--- src/hdl/tpr_pkg.sv ---
package tpr_pkg;

   // Encoder and set-point geometry.
   localparam int ENCODER_COUNTS = 8192;
   localparam int ENC_BITS       = 13;
   localparam int HALF_TURN      = ENCODER_COUNTS / 2;
   localparam int SP_BITS        = 48;

   // Fixed-point and square-root constants.
   localparam logic [31:0] ONE_Q16 = 32'd65536;
   localparam int CAP_LIMIT_BITS   = 47;
   localparam int ROOT_STEPS       = 32;
   localparam int ROOT_CNT_BITS    = $clog2(ROOT_STEPS);

   // Register reset values.
   localparam logic [31:0] CRUISE_RESET = 32'd44739242;
   localparam logic [23:0] ACCEL_RESET  = 24'd196608;
   localparam logic [15:0] ARRIVE_RESET = 16'd300;
   localparam logic [15:0] PHASE_RESET  = 16'd6000;
   localparam logic [15:0] STALL_RESET  = 16'd500;

   // Item modes.
   localparam logic MODE_START = 1'b0;
   localparam logic MODE_TICK  = 1'b1;

   typedef enum logic [2:0] {
      CSR_CRUISE = 3'd0,
      CSR_ACCEL  = 3'd1,
      CSR_ARRIVE = 3'd2,
      CSR_PHASE  = 3'd3,
      CSR_STALL  = 3'd4
   } csr_index_type;

   typedef enum logic [2:0] {
      STS_IDLE     = 3'd0,
      STS_STARTED  = 3'd1,
      STS_MOVING   = 3'd2,
      STS_ARRIVED  = 3'd3,
      STS_TIMEOUT  = 3'd4,
      STS_STALLED  = 3'd5,
      STS_REJECTED = 3'd6
   } move_status_type;

   typedef enum logic [3:0] {
      ST_IDLE,
      ST_SPEED,
      ST_REM_LO,
      ST_REM_HI,
      ST_ROOT_INIT,
      ST_ROOT,
      ST_CLAMP,
      ST_STEP,
      ST_WRITE
   } ctrl_state_type;

   typedef enum logic [3:0] {
      OP_NONE,
      OP_LOAD,
      OP_SPEED,
      OP_REM_LO,
      OP_REM_HI,
      OP_ROOT_INIT,
      OP_ROOT,
      OP_CLAMP,
      OP_STEP,
      OP_WRITE
   } dp_op_type;

   typedef struct packed {
      dp_op_type op;
      logic      req_ready;
   } dp_cmd_type;

   typedef struct packed {
      logic item_mode;
      logic running;
      logic out_free;
   } dp_stat_type;

endpackage

--- src/hdl/tpr_req_if.sv ---
interface tpr_req_if;
   logic               valid;
   logic               ready;
   logic               mode;
   logic [3:0]         axis;
   logic signed [31:0] distance_counts;
   logic [12:0]        encoder_position;
   logic [15:0]        elapsed_ms;

   modport source (output valid, mode, axis, distance_counts, encoder_position, elapsed_ms,
                   input ready);
   modport sink (input valid, mode, axis, distance_counts, encoder_position, elapsed_ms,
                 output ready);
endinterface

--- src/hdl/tpr_rsp_if.sv ---
interface tpr_rsp_if;
   logic               valid;
   logic               ready;
   logic signed [47:0] target_position;
   logic [31:0]        planned_speed;
   logic [3:0]         move_axis;
   logic [2:0]         status;

   modport source (output valid, target_position, planned_speed, move_axis, status,
                   input ready);
   modport sink (input valid, target_position, planned_speed, move_axis, status,
                 output ready);
endinterface

--- src/hdl/tpr_csr_if.sv ---
interface tpr_csr_if;
   logic        valid;
   logic        ready;
   logic [2:0]  index;
   logic [31:0] data;

   modport source (output valid, index, data, input ready);
   modport sink (input valid, index, data, output ready);
endinterface

--- src/hdl/trapezoid_position_ramp.sv ---
// Position set-point generator for one motor axis with a trapezoidal speed profile. A start
// word fixes the signed distance, axis (1 to 8) and encoder reading; each tick word advances
// the speed by acceleration times elapsed ms, caps it at cruise speed and at the stopping
// speed sqrt(2 * acceleration * remaining), and steps the set-point. A start word, or a tick
// while no move runs, goes straight to the write state. A tick during a move runs the speed,
// remainder, root, clamp and step states: a shared 32 x 24 multiplier is used four times
// and the root is found one bit per cycle. A new word is accepted the cycle after the
// previous result is placed in the output register, even if that result has not yet been
// taken. Registers may be written at any time that no word is in flight.
module trapezoid_position_ramp
   import tpr_pkg::*;
(
   input logic     clock,
   input logic     reset,
   tpr_req_if.sink   req_chan,
   tpr_rsp_if.source rsp_chan,
   tpr_csr_if.sink   csr_chan
);

   dp_cmd_type  cmd;
   dp_stat_type stat;

   // Register writes are always taken.
   assign csr_chan.ready = 1'b1;
   assign req_chan.ready = cmd.req_ready;

   tpr_ctrl u_ctrl (
      .clock     (clock),
      .reset     (reset),
      .req_valid (req_chan.valid),
      .stat      (stat),
      .cmd       (cmd)
   );

   tpr_datapath u_datapath (
      .clock           (clock),
      .reset           (reset),
      .cmd             (cmd),
      .stat            (stat),
      .in_mode         (req_chan.mode),
      .in_axis         (req_chan.axis),
      .in_distance     (req_chan.distance_counts),
      .in_encoder      (req_chan.encoder_position),
      .in_elapsed      (req_chan.elapsed_ms),
      .csr_write       (csr_chan.valid),
      .csr_index       (csr_chan.index),
      .csr_data        (csr_chan.data),
      .rsp_ready       (rsp_chan.ready),
      .rsp_valid       (rsp_chan.valid),
      .target_position (rsp_chan.target_position),
      .planned_speed   (rsp_chan.planned_speed),
      .move_axis       (rsp_chan.move_axis),
      .status          (rsp_chan.status)
   );

   // An accepted word closes the input until its result is written.
   assert property (@(posedge clock) disable iff (reset)
      req_chan.valid && req_chan.ready |=> !req_chan.ready)
      else $error("input accepted twice in a row");

   // A move that ends always reports zero planned speed.
   assert property (@(posedge clock) disable iff (reset)
      rsp_chan.valid && (rsp_chan.status == STS_ARRIVED || rsp_chan.status == STS_TIMEOUT
                         || rsp_chan.status == STS_STALLED) |-> rsp_chan.planned_speed == '0)
      else $error("ending result with non-zero speed");

   // Only valid axes, or zero from reset until a start is taken, are ever held.
   assert property (@(posedge clock) disable iff (reset)
      rsp_chan.valid |-> rsp_chan.move_axis <= 4'd8)
      else $error("held axis out of range");

endmodule

--- src/hdl/tpr_ctrl.sv ---
module tpr_ctrl
   import tpr_pkg::*;
(
   input  logic        clock,
   input  logic        reset,
   input  logic        req_valid,
   input  dp_stat_type stat,
   output dp_cmd_type  cmd
);

   ctrl_state_type             state_ff, state_in;
   logic [ROOT_CNT_BITS-1:0]   count_ff, count_in;

   // State and root iteration counter.
   always_ff @(posedge clock) begin
      if (reset) begin
         state_ff <= ST_IDLE;
         count_ff <= '0;
      end else begin
         state_ff <= state_in;
         count_ff <= count_in;
      end
   end

   // Next state.
   always_comb begin
      state_in = state_ff;
      count_in = count_ff;
      case (state_ff)
         ST_IDLE: begin
            if (req_valid) begin
               if (stat.item_mode == MODE_START || !stat.running) state_in = ST_WRITE;
               else state_in = ST_SPEED;
            end
         end
         ST_SPEED:     state_in = ST_REM_LO;
         ST_REM_LO:    state_in = ST_REM_HI;
         ST_REM_HI:    state_in = ST_ROOT_INIT;
         ST_ROOT_INIT: begin
            state_in = ST_ROOT;
            count_in = '0;
         end
         ST_ROOT: begin
            count_in = count_ff + 1'b1;
            if (count_ff == ROOT_CNT_BITS'(ROOT_STEPS - 1)) state_in = ST_CLAMP;
         end
         ST_CLAMP:     state_in = ST_STEP;
         ST_STEP:      state_in = ST_WRITE;
         ST_WRITE: begin
            if (stat.out_free) state_in = ST_IDLE;
         end
         default:      state_in = ST_IDLE;
      endcase
   end

   // Commands to the datapath.
   always_comb begin
      cmd.op        = OP_NONE;
      cmd.req_ready = 1'b0;
      case (state_ff)
         ST_IDLE: begin
            cmd.req_ready = 1'b1;
            if (req_valid) cmd.op = OP_LOAD;
         end
         ST_SPEED:     cmd.op = OP_SPEED;
         ST_REM_LO:    cmd.op = OP_REM_LO;
         ST_REM_HI:    cmd.op = OP_REM_HI;
         ST_ROOT_INIT: cmd.op = OP_ROOT_INIT;
         ST_ROOT:      cmd.op = OP_ROOT;
         ST_CLAMP:     cmd.op = OP_CLAMP;
         ST_STEP:      cmd.op = OP_STEP;
         ST_WRITE: begin
            if (stat.out_free) cmd.op = OP_WRITE;
         end
         default:      cmd.op = OP_NONE;
      endcase
   end

endmodule

--- src/hdl/tpr_datapath.sv ---
module tpr_datapath
   import tpr_pkg::*;
(
   input  logic               clock,
   input  logic               reset,
   input  dp_cmd_type         cmd,
   output dp_stat_type        stat,
   input  logic               in_mode,
   input  logic [3:0]         in_axis,
   input  logic [31:0]        in_distance,
   input  logic [12:0]        in_encoder,
   input  logic [15:0]        in_elapsed,
   input  logic               csr_write,
   input  logic [2:0]         csr_index,
   input  logic [31:0]        csr_data,
   input  logic               rsp_ready,
   output logic               rsp_valid,
   output logic signed [47:0] target_position,
   output logic [31:0]        planned_speed,
   output logic [3:0]         move_axis,
   output logic [2:0]         status
);

   // Configuration registers.
   logic [31:0] cruise_ff, cruise_in;
   logic [23:0] accel_ff, accel_in;
   logic [15:0] arrive_ff, arrive_in;
   logic [15:0] phase_ff, phase_in;
   logic [15:0] stall_ff, stall_in;

   // Move state.
   logic [SP_BITS-1:0]  set_point_ff, set_point_in;
   logic [SP_BITS-1:0]  travelled_ff, travelled_in;
   logic [ENC_BITS-1:0] prev_enc_ff, prev_enc_in;
   logic [31:0]         speed_ff, speed_in;
   logic [31:0]         dist_ff, dist_in;
   logic                reverse_ff, reverse_in;
   logic [31:0]         move_time_ff, move_time_in;
   logic [31:0]         still_time_ff, still_time_in;
   logic                running_ff, running_in;
   logic [3:0]          axis_held_ff, axis_held_in;

   // Latched word.
   logic                mode_ff, mode_in;
   logic [3:0]          axis_ff, axis_in;
   logic [31:0]         draw_ff, draw_in;
   logic [ENC_BITS-1:0] enc_ff, enc_in;
   logic [15:0]         dt_ff, dt_in;

   // Working registers of one tick.
   logic signed [SP_BITS:0] p_old_ff, p_old_in;
   logic signed [SP_BITS:0] prog_new_ff, prog_new_in;
   logic [40:0]             v_ff, v_in;
   logic [SP_BITS-1:0]      travel_new_ff, travel_new_in;
   logic [SP_BITS-1:0]      rem_ff, rem_in;
   logic [47:0]             lo_ff, lo_in;
   logic [71:0]             prod_ff, prod_in;
   logic                    cap_ok_ff, cap_ok_in;
   logic [63:0]             x_ff, x_in;
   logic [34:0]             r_ff, r_in;
   logic [31:0]             q_ff, q_in;
   logic [31:0]             vfin_ff, vfin_in;
   logic [31:0]             step_ff, step_in;

   // Output register.
   logic              rsp_valid_ff, rsp_valid_in;
   logic [SP_BITS-1:0] out_sp_ff, out_sp_in;
   logic [31:0]       out_speed_ff, out_speed_in;
   logic [3:0]        out_axis_ff, out_axis_in;
   logic [2:0]        out_status_ff, out_status_in;

   // Shared multiplier and helpers.
   logic [31:0] mul_a;
   logic [23:0] mul_b;
   logic [55:0] mul_p;
   logic signed [13:0]      d_raw, d_fold;
   logic signed [SP_BITS:0] dist_s, rem_diff, trav_s, tnew_s;
   logic [36:0]             root_part;
   logic [33:0]             root_trial;
   logic [31:0]             v_clamp, mag;
   logic [32:0]             move_sum, still_sum;
   logic [31:0]             move_new, still_new;
   logic signed [33:0]      arrive_limit;
   logic [SP_BITS-1:0]      sp_tick;
   move_status_type         tick_status;

   assign stat.item_mode = in_mode;
   assign stat.running   = running_ff;
   assign stat.out_free  = !rsp_valid_ff || rsp_ready;

   assign rsp_valid       = rsp_valid_ff;
   assign target_position = $signed(out_sp_ff);
   assign planned_speed   = out_speed_ff;
   assign move_axis       = out_axis_ff;
   assign status          = out_status_ff;

   // Multiplier operand selection.
   always_comb begin
      mul_a = '0;
      mul_b = '0;
      case (cmd.op)
         OP_SPEED: begin
            mul_a = {8'd0, accel_ff};
            mul_b = {8'd0, dt_ff};
         end
         OP_REM_LO: begin
            mul_a = {8'd0, accel_ff};
            mul_b = rem_ff[23:0];
         end
         OP_REM_HI: begin
            mul_a = {8'd0, accel_ff};
            mul_b = rem_ff[47:24];
         end
         OP_STEP: begin
            mul_a = vfin_ff;
            mul_b = {8'd0, dt_ff};
         end
         default: begin
            mul_a = '0;
            mul_b = '0;
         end
      endcase
   end
   assign mul_p = mul_a * mul_b;

   // Encoder delta folded into half a turn either way.
   always_comb begin
      d_raw  = $signed({1'b0, enc_ff}) - $signed({1'b0, prev_enc_ff});
      d_fold = d_raw;
      if (d_raw > $signed(14'(HALF_TURN))) d_fold = d_raw - $signed(14'(ENCODER_COUNTS));
      else if (d_raw < -$signed(14'(HALF_TURN)))
         d_fold = d_raw + $signed(14'(ENCODER_COUNTS));
   end

   // Distance still to go, from the progress before this tick.
   assign dist_s   = $signed({17'd0, dist_ff});
   assign rem_diff = dist_s - p_old_ff;
   assign trav_s   = (SP_BITS+1)'($signed(travelled_ff));
   assign tnew_s   = (SP_BITS+1)'($signed(travel_new_ff));

   // One restoring square-root step: two radicand bits in, one root bit out.
   assign root_part  = {r_ff, x_ff[63:62]};
   assign root_trial = {q_ff, 2'b01};

   // Speed after the stopping cap and the floor of one count per ms.
   always_comb begin
      v_clamp = v_ff[31:0];
      if (cap_ok_ff && v_clamp > q_ff) v_clamp = q_ff;
      if (v_clamp < ONE_Q16) v_clamp = ONE_Q16;
   end

   // Tick commit values.
   always_comb begin
      sp_tick      = reverse_ff ? set_point_ff - SP_BITS'(step_ff)
                                : set_point_ff + SP_BITS'(step_ff);
      move_sum     = {1'b0, move_time_ff} + 33'(dt_ff);
      move_new     = move_sum[32] ? 32'hFFFF_FFFF : move_sum[31:0];
      still_sum    = {1'b0, still_time_ff} + 33'(dt_ff);
      still_new    = (enc_ff != prev_enc_ff) ? 32'd0
                   : (still_sum[32] ? 32'hFFFF_FFFF : still_sum[31:0]);
      arrive_limit = $signed({2'b00, dist_ff}) - $signed({18'd0, arrive_ff});
      if (move_new > {16'd0, phase_ff}) tick_status = STS_TIMEOUT;
      else if (still_new > {16'd0, stall_ff}) tick_status = STS_STALLED;
      else if (prog_new_ff >= (SP_BITS+1)'(arrive_limit)) tick_status = STS_ARRIVED;
      else tick_status = STS_MOVING;
      mag = draw_ff[31] ? 32'd0 - draw_ff : draw_ff;
   end

   // Next values of all registers.
   always_comb begin
      cruise_in     = cruise_ff;
      accel_in      = accel_ff;
      arrive_in     = arrive_ff;
      phase_in      = phase_ff;
      stall_in      = stall_ff;
      set_point_in  = set_point_ff;
      travelled_in  = travelled_ff;
      prev_enc_in   = prev_enc_ff;
      speed_in      = speed_ff;
      dist_in       = dist_ff;
      reverse_in    = reverse_ff;
      move_time_in  = move_time_ff;
      still_time_in = still_time_ff;
      running_in    = running_ff;
      axis_held_in  = axis_held_ff;
      mode_in       = mode_ff;
      axis_in       = axis_ff;
      draw_in       = draw_ff;
      enc_in        = enc_ff;
      dt_in         = dt_ff;
      p_old_in      = p_old_ff;
      prog_new_in   = prog_new_ff;
      v_in          = v_ff;
      travel_new_in = travel_new_ff;
      rem_in        = rem_ff;
      lo_in         = lo_ff;
      prod_in       = prod_ff;
      cap_ok_in     = cap_ok_ff;
      x_in          = x_ff;
      r_in          = r_ff;
      q_in          = q_ff;
      vfin_in       = vfin_ff;
      step_in       = step_ff;
      out_sp_in     = out_sp_ff;
      out_speed_in  = out_speed_ff;
      out_axis_in   = out_axis_ff;
      out_status_in = out_status_ff;
      rsp_valid_in  = rsp_valid_ff && !rsp_ready;

      // The user must write registers only while no word is in flight; the block does not enforce it.
      if (csr_write) begin
         case (csr_index_type'(csr_index))
            CSR_CRUISE: cruise_in = csr_data;
            CSR_ACCEL:  accel_in  = csr_data[23:0];
            CSR_ARRIVE: arrive_in = csr_data[15:0];
            CSR_PHASE:  phase_in  = csr_data[15:0];
            CSR_STALL:  stall_in  = csr_data[15:0];
            default:    cruise_in = cruise_ff;
         endcase
      end

      case (cmd.op)
         OP_LOAD: begin
            mode_in  = in_mode;
            axis_in  = in_axis;
            draw_in  = in_distance;
            enc_in   = in_encoder;
            dt_in    = (in_elapsed == 16'd0) ? 16'd1 : in_elapsed;
            p_old_in = reverse_ff ? -trav_s : trav_s;
         end
         OP_SPEED: begin
            v_in          = {9'd0, speed_ff} + {1'b0, mul_p[39:0]};
            travel_new_in = travelled_ff + SP_BITS'(d_fold);
            rem_in        = (p_old_ff < dist_s) ? rem_diff[SP_BITS-1:0] : '0;
         end
         OP_REM_LO: begin
            lo_in       = mul_p[47:0];
            prog_new_in = reverse_ff ? -tnew_s : tnew_s;
            if (v_ff > {9'd0, cruise_ff}) v_in = {9'd0, cruise_ff};
         end
         OP_REM_HI: begin
            prod_in = {24'd0, lo_ff} + {mul_p[47:0], 24'd0};
         end
         OP_ROOT_INIT: begin
            cap_ok_in = (rem_ff != '0) && (accel_ff != 24'd0)
                        && (prod_ff[71:CAP_LIMIT_BITS] == '0);
            x_in      = {prod_ff[CAP_LIMIT_BITS-1:0], 17'd0};
            r_in      = '0;
            q_in      = '0;
         end
         OP_ROOT: begin
            x_in = {x_ff[61:0], 2'b00};
            if (root_part >= {3'd0, root_trial}) begin
               r_in = 35'(root_part - {3'd0, root_trial});
               q_in = {q_ff[30:0], 1'b1};
            end else begin
               r_in = root_part[34:0];
               q_in = {q_ff[30:0], 1'b0};
            end
         end
         OP_CLAMP: vfin_in = v_clamp;
         OP_STEP:  step_in = mul_p[47:16];
         OP_WRITE: begin
            rsp_valid_in = 1'b1;
            if (mode_ff == MODE_START) begin
               if (!(axis_ff inside {[4'd1:4'd8]})) begin
                  out_status_in = STS_REJECTED;
               end else if (mag == 32'd0) begin
                  out_status_in = running_ff ? STS_MOVING : STS_IDLE;
               end else begin
                  axis_held_in  = axis_ff;
                  set_point_in  = SP_BITS'(enc_ff);
                  travelled_in  = '0;
                  prev_enc_in   = enc_ff;
                  speed_in      = '0;
                  dist_in       = mag;
                  reverse_in    = draw_ff[31];
                  move_time_in  = '0;
                  still_time_in = '0;
                  if (mag <= {16'd0, arrive_ff}) begin
                     running_in    = 1'b0;
                     out_status_in = STS_ARRIVED;
                  end else begin
                     running_in    = 1'b1;
                     out_status_in = STS_STARTED;
                  end
               end
            end else if (!running_ff) begin
               out_status_in = STS_IDLE;
            end else begin
               travelled_in  = travel_new_ff;
               still_time_in = still_new;
               prev_enc_in   = enc_ff;
               move_time_in  = move_new;
               out_status_in = tick_status;
               if (tick_status == STS_MOVING) begin
                  set_point_in = sp_tick;
                  speed_in     = vfin_ff;
               end else begin
                  set_point_in = SP_BITS'(enc_ff);
                  speed_in     = '0;
                  running_in   = 1'b0;
               end
            end
            out_sp_in    = set_point_in;
            out_speed_in = speed_in;
            out_axis_in  = axis_held_in;
         end
         default: begin
            v_in = v_ff;
         end
      endcase
   end

   // Configuration, move state and output valid flag.
   always_ff @(posedge clock) begin
      if (reset) begin
         cruise_ff     <= CRUISE_RESET;
         accel_ff      <= ACCEL_RESET;
         arrive_ff     <= ARRIVE_RESET;
         phase_ff      <= PHASE_RESET;
         stall_ff      <= STALL_RESET;
         set_point_ff  <= '0;
         travelled_ff  <= '0;
         prev_enc_ff   <= '0;
         speed_ff      <= '0;
         dist_ff       <= '0;
         reverse_ff    <= 1'b0;
         move_time_ff  <= '0;
         still_time_ff <= '0;
         running_ff    <= 1'b0;
         axis_held_ff  <= '0;
         rsp_valid_ff  <= 1'b0;
      end else begin
         cruise_ff     <= cruise_in;
         accel_ff      <= accel_in;
         arrive_ff     <= arrive_in;
         phase_ff      <= phase_in;
         stall_ff      <= stall_in;
         set_point_ff  <= set_point_in;
         travelled_ff  <= travelled_in;
         prev_enc_ff   <= prev_enc_in;
         speed_ff      <= speed_in;
         dist_ff       <= dist_in;
         reverse_ff    <= reverse_in;
         move_time_ff  <= move_time_in;
         still_time_ff <= still_time_in;
         running_ff    <= running_in;
         axis_held_ff  <= axis_held_in;
         rsp_valid_ff  <= rsp_valid_in;
      end
   end

   // Payload and working registers.
   always_ff @(posedge clock) begin
      mode_ff       <= mode_in;
      axis_ff       <= axis_in;
      draw_ff       <= draw_in;
      enc_ff        <= enc_in;
      dt_ff         <= dt_in;
      p_old_ff      <= p_old_in;
      prog_new_ff   <= prog_new_in;
      v_ff          <= v_in;
      travel_new_ff <= travel_new_in;
      rem_ff        <= rem_in;
      lo_ff         <= lo_in;
      prod_ff       <= prod_in;
      cap_ok_ff     <= cap_ok_in;
      x_ff          <= x_in;
      r_ff          <= r_in;
      q_ff          <= q_in;
      vfin_ff       <= vfin_in;
      step_ff       <= step_in;
      out_sp_ff     <= out_sp_in;
      out_speed_ff  <= out_speed_in;
      out_axis_ff   <= out_axis_in;
      out_status_ff <= out_status_in;
   end

endmodule
--- src/flat_wrapper.sv ---
// flat-port wrapper written by rule: the top's interface ports become plain ports
module trapezoid_position_ramp_flat import tpr_pkg::*;
  (clock, reset, req_chan_valid, req_chan_mode, req_chan_axis, req_chan_distance_counts, req_chan_encoder_position, req_chan_elapsed_ms, req_chan_ready, rsp_chan_valid, rsp_chan_target_position, rsp_chan_planned_speed, rsp_chan_move_axis, rsp_chan_status, rsp_chan_ready, csr_chan_valid, csr_chan_index, csr_chan_data, csr_chan_ready);
  tpr_req_if req_chan_i ();
  tpr_rsp_if rsp_chan_i ();
  tpr_csr_if csr_chan_i ();
  input logic clock;
  input logic reset;
  input wire logic [$bits(req_chan_i.valid)-1:0] req_chan_valid;
  input wire logic [$bits(req_chan_i.mode)-1:0] req_chan_mode;
  input wire logic [$bits(req_chan_i.axis)-1:0] req_chan_axis;
  input wire logic [$bits(req_chan_i.distance_counts)-1:0] req_chan_distance_counts;
  input wire logic [$bits(req_chan_i.encoder_position)-1:0] req_chan_encoder_position;
  input wire logic [$bits(req_chan_i.elapsed_ms)-1:0] req_chan_elapsed_ms;
  output wire logic [$bits(req_chan_i.ready)-1:0] req_chan_ready;
  output wire logic [$bits(rsp_chan_i.valid)-1:0] rsp_chan_valid;
  output wire logic [$bits(rsp_chan_i.target_position)-1:0] rsp_chan_target_position;
  output wire logic [$bits(rsp_chan_i.planned_speed)-1:0] rsp_chan_planned_speed;
  output wire logic [$bits(rsp_chan_i.move_axis)-1:0] rsp_chan_move_axis;
  output wire logic [$bits(rsp_chan_i.status)-1:0] rsp_chan_status;
  input wire logic [$bits(rsp_chan_i.ready)-1:0] rsp_chan_ready;
  input wire logic [$bits(csr_chan_i.valid)-1:0] csr_chan_valid;
  input wire logic [$bits(csr_chan_i.index)-1:0] csr_chan_index;
  input wire logic [$bits(csr_chan_i.data)-1:0] csr_chan_data;
  output wire logic [$bits(csr_chan_i.ready)-1:0] csr_chan_ready;
  assign req_chan_i.valid = req_chan_valid;
  assign req_chan_i.mode = req_chan_mode;
  assign req_chan_i.axis = req_chan_axis;
  assign req_chan_i.distance_counts = req_chan_distance_counts;
  assign req_chan_i.encoder_position = req_chan_encoder_position;
  assign req_chan_i.elapsed_ms = req_chan_elapsed_ms;
  assign req_chan_ready = req_chan_i.ready;
  assign rsp_chan_valid = rsp_chan_i.valid;
  assign rsp_chan_target_position = rsp_chan_i.target_position;
  assign rsp_chan_planned_speed = rsp_chan_i.planned_speed;
  assign rsp_chan_move_axis = rsp_chan_i.move_axis;
  assign rsp_chan_status = rsp_chan_i.status;
  assign rsp_chan_i.ready = rsp_chan_ready;
  assign csr_chan_i.valid = csr_chan_valid;
  assign csr_chan_i.index = csr_chan_index;
  assign csr_chan_i.data = csr_chan_data;
  assign csr_chan_ready = csr_chan_i.ready;
  trapezoid_position_ramp u_core (.clock(clock), .reset(reset), .req_chan(req_chan_i), .rsp_chan(rsp_chan_i), .csr_chan(csr_chan_i));
endmodule
--- config.mk ---
export PLATFORM = sky130hd
export DESIGN_NAME = trapezoid_position_ramp_flat
export DESIGN_NICKNAME = d
export VERILOG_FILES = /design/src/hdl/tpr_pkg.sv /design/src/hdl/tpr_req_if.sv /design/src/hdl/tpr_rsp_if.sv /design/src/hdl/tpr_csr_if.sv /design/src/hdl/trapezoid_position_ramp.sv /design/src/hdl/tpr_ctrl.sv /design/src/hdl/tpr_datapath.sv /design/src/flat_wrapper.sv
export SDC_FILE = /design/constraint.sdc
export NUM_CORES = 2
export LEC_CHECK = 0
export BUFFER_PORTS_ARGS = -buffer_cell sky130_fd_sc_hd__buf_2
export CORE_MARGIN = 2
export CORE_UTILIZATION = 52
export DETAILED_ROUTE_END_ITERATION = 16
export PLACE_DENSITY = 0.7
export SKIP_LAST_GASP = 1
export SYNTH_ARGS = -nofsm -noshare
export SYNTH_HDL_FRONTEND = slang
export SYNTH_HIERARCHICAL = 1
export SYNTH_SLANG_ARGS = --single-unit
--- constraint.sdc ---
create_clock -name clock -period 20.5 [get_ports clock]
set_clock_uncertainty 0.2 [all_clocks]
set_input_delay 1.025 -clock clock [delete_from_list [all_inputs] [get_ports clock]]
set_output_delay 1.025 -clock clock [all_outputs]
set_load 0.05 [all_outputs]
==> results_dict.tcl <==
set metrics [dict create \
    synth_top_area_cell "edfxtp_1" \
    antenna_found_initial 6 \
    yosys-top-cells-area "edfxtp_1 (24%), fa_1 (15%), ha_1 (9.1%)" \
    die_w_um 406.7 \
    gr-total-overflow 0 \
    ys_seq_area_share_pct 32.95 \
    fp-row-count 147 \
    yosys_register_bits 1044 \
    power-per-cell-area_mw_per_mm2 66.07 \
    clock_sinks 1044 \
    synth_edf_count 687 \
    ys.flop_type "edfxtp_1" \
    io_buffers 194 \
    min_period_ns 13.92 \
    critPathBufInv 8 \
    peakVddDrop_mv 0.07643 \
    cts_tree "built" \
    cts_resized 0 \
    grt_pass1_vias 67660 \
    cp_slowest_stage_delay_ns 0.99 \
    slowest_stage "a221oi_2" \
    drt_iter0_markers 6799 \
    max_freq_mhz 71.85 \
    hold_ws_ns 0.2056 \
    vias_per_cell 5.986 \
    dieHeight_um 406.7 \
    place_hpwl_mm 202.9 \
    tightest_slew_ns 1.289 \
    layout-drive-gt1-share_pct 6.431 \
    dr.pass1.iters 8 \
    drc 0 \
    status "complete, no violations" \
    hold_path.class "input pin to flip-flop" \
    max_slew_margin_pct 13.25 \
    grt_pass1_wl_mm 401.2 \
    initial_utilization_pct 52.45 \
    setup_tns_ns 0 \
    path_delay_family "adder cells" \
    netlist.area_leader.share_pct 24.47 \
    clk_path_buf_depth 3 \
    clk_pin_slew_ns 0.06 \
    worst-path-max-fanout 78 \
    grt_max_degree 171 \
    required_ns 20.81 \
    seq_area_mm2 0.02778 \
    crit_type "flip-flop to flip-flop" \
    fillers 14070 \
    cts_root_buffer "clkbuf_16" \
    post-route-period-util_pct 67.90 \
    nNetsFinal 10500 \
    dieArea_mm2 0.1654 \
    rsz0062_at_grt "false" \
    cts_buffers 116 \
    ys_async_sr_fraction_pct 0 \
    multi_input_area_mm2 0.05130 \
    clk_latency_ns 0.80 \
    synth_area_mm2 0.08431 \
    yosysWarnings 6 \
    synthToLayoutAreaGrowth_pct 8.349 \
    antenna_left 0 \
    setup_violations 0 \
    syn_area_per_cell_um2 9.268 \
    htreeDepth 3 \
    post_cts_buffers 0 \
    end_kind "flip-flop" \
    slew_viol_final 0 \
    place_congestion 0.9874 \
    via_count 68220 \
    p_leak_nw 38.95 \
    routed_wirelength_mm 264.8 \
    grt_usage_pct 31.92 \
    max_cap_violations 0 \
    core_mm2 0.1608 \
    synth_cell_types 95 \
    wl_per_cell_um 23.23 \
    cp_data_arrival_time_ns 14.22 \
    hold_viol 0 \
    worst_setup_path_start_kind "flip-flop" \
    ctsHoldBuffers 0 \
    num_io_pins 196 \
    synth_cells 9097 \
]
-- layout by cell type, fill, tap and decap left out, types with 273 or more instances in the layout --
cell type,synthesis,final
nand2_1,1132,1132
inv_1,1004,1003
nor2_1,878,874
edfxtp_1,687,687
fa_1,641,641
ha_1,616,616
a21oi_1,558,557
xnor2_1,357,357
dfxtp_1,357,356
o21ai_0,274,273
-- synthesized netlist by cell type, types with 38 or more instances --
cell      count
a22oi_1     112
dfxtp_1     357
o21bai_1     41
a211oi_1     71
nand2b_1     77
and2_1       60
nand2_1    1132
ha_1        616
clkbuf_1    339
or3_1        66
nand3_1     208
fa_1        641
xor2_1      121
a31oi_1      38
nor3_1      135
o31ai_1      67
mux2i_1      62
nor2b_1      75
xnor2_1     357
or4_1        38
edfxtp_1    687
o21ai_0     274
a21oi_1     558
o21a_1       79
inv_1      1004
nor2_1      878
nand4_1      88
nor4_1       76
and3_1       56
o211ai_1     63
a21o_1      222
a22o_1       96
-- stage by stage --
stage | total power, mW | cell area [um^2] | util (%) | cells | setup WS (ns)
after global placement | 3.835 | 87380 | 54.35 | 11180 | 6.417
final | 6.035 | 91350 | 56.83 | 11400 | 6.581
after global routing | 6.272 | 91350 | 56.83 | 11400 | 5.531
after floorplan | 3.439 | 84410 | - | 9123 | 4.743
after detailed placement | 3.866 | 87380 | 54.35 | 11180 | 6.162
after CTS | 6.043 | 91350 | 56.83 | 11400 | 6.702
-- worst paths after layout --
check	from	to	slack, ns	cells past startpoint
max	u_core/u_ctrl/state_ff[3]	u_core/u_datapath/prod_ff[67]	6.58	42
min	req_chan_distance_counts[4]	u_core/u_datapath/draw_ff[4]	0.21	1
max reg2reg	u_core/u_ctrl/state_ff[3]	u_core/u_datapath/prod_ff[67]	6.58	42
min reg2reg	u_core/u_datapath/lo_ff[10]	u_core/u_datapath/prod_ff[10]	0.22	0
-- registers in the layout, summed over array words and instances, names as in the netlist, 48 cells and up --
signal                             flops
u_core/u_datapath/rem_ff              48
u_core/u_datapath/lo_ff               48
u_core/u_datapath/target_position     48
u_core/u_datapath/set_point_ff        48
u_core/u_datapath/prod_ff             72
u_core/u_datapath/p_old_ff            49
u_core/u_datapath/travel_new_ff       48
u_core/u_datapath/prog_new_ff         49
u_core/u_datapath/travelled_ff        48
-- layer usage --
layer	GRT usage, %	wire (um)	vias to the layer above
li1	-	-	31160
met1	40.29	104800	33370
met2	50.74	119100	2956
met3	7.364	24300	739
met4	17.47	16570	2
met5	0	11	-
-- power breakdown --
| part | internal, mW | total, mW | switching, mW |
|---|---|---|---|
| sequential | 2.36 | 2.46 | 0.103 |
| clock | 1.27 | 2.18 | 0.911 |
| combinational | 0.476 | 1.39 | 0.918 |
| total | 4.10 | 6.04 | 1.93 |
-- area by class of cell --
class	instances	area share [%]
multi-input combinational	6664	56.16
antenna	1	0.002739
inverter	1007	4.143
clock inverter	74	0.9136
clock buffer	146	3.435
sequential	1044	30.41
tap	2160	2.958
timing repair buffer	302	1.975
-- cell families after synthesis --
logic type,count (synthesis),synth area share [%]
and+or+nand+nor,2989,15.96
AOI/OAI and AO/OA,1823,14.20
buffers and inverters,1415,6.475
adders and majority gates,1257,24.36
DFF,1044,32.95
xor gates and xnor gates,478,4.966
muxes,88,1.083
other,3,0.01336
No activity file was read; power rests on OpenSTA's default activity.
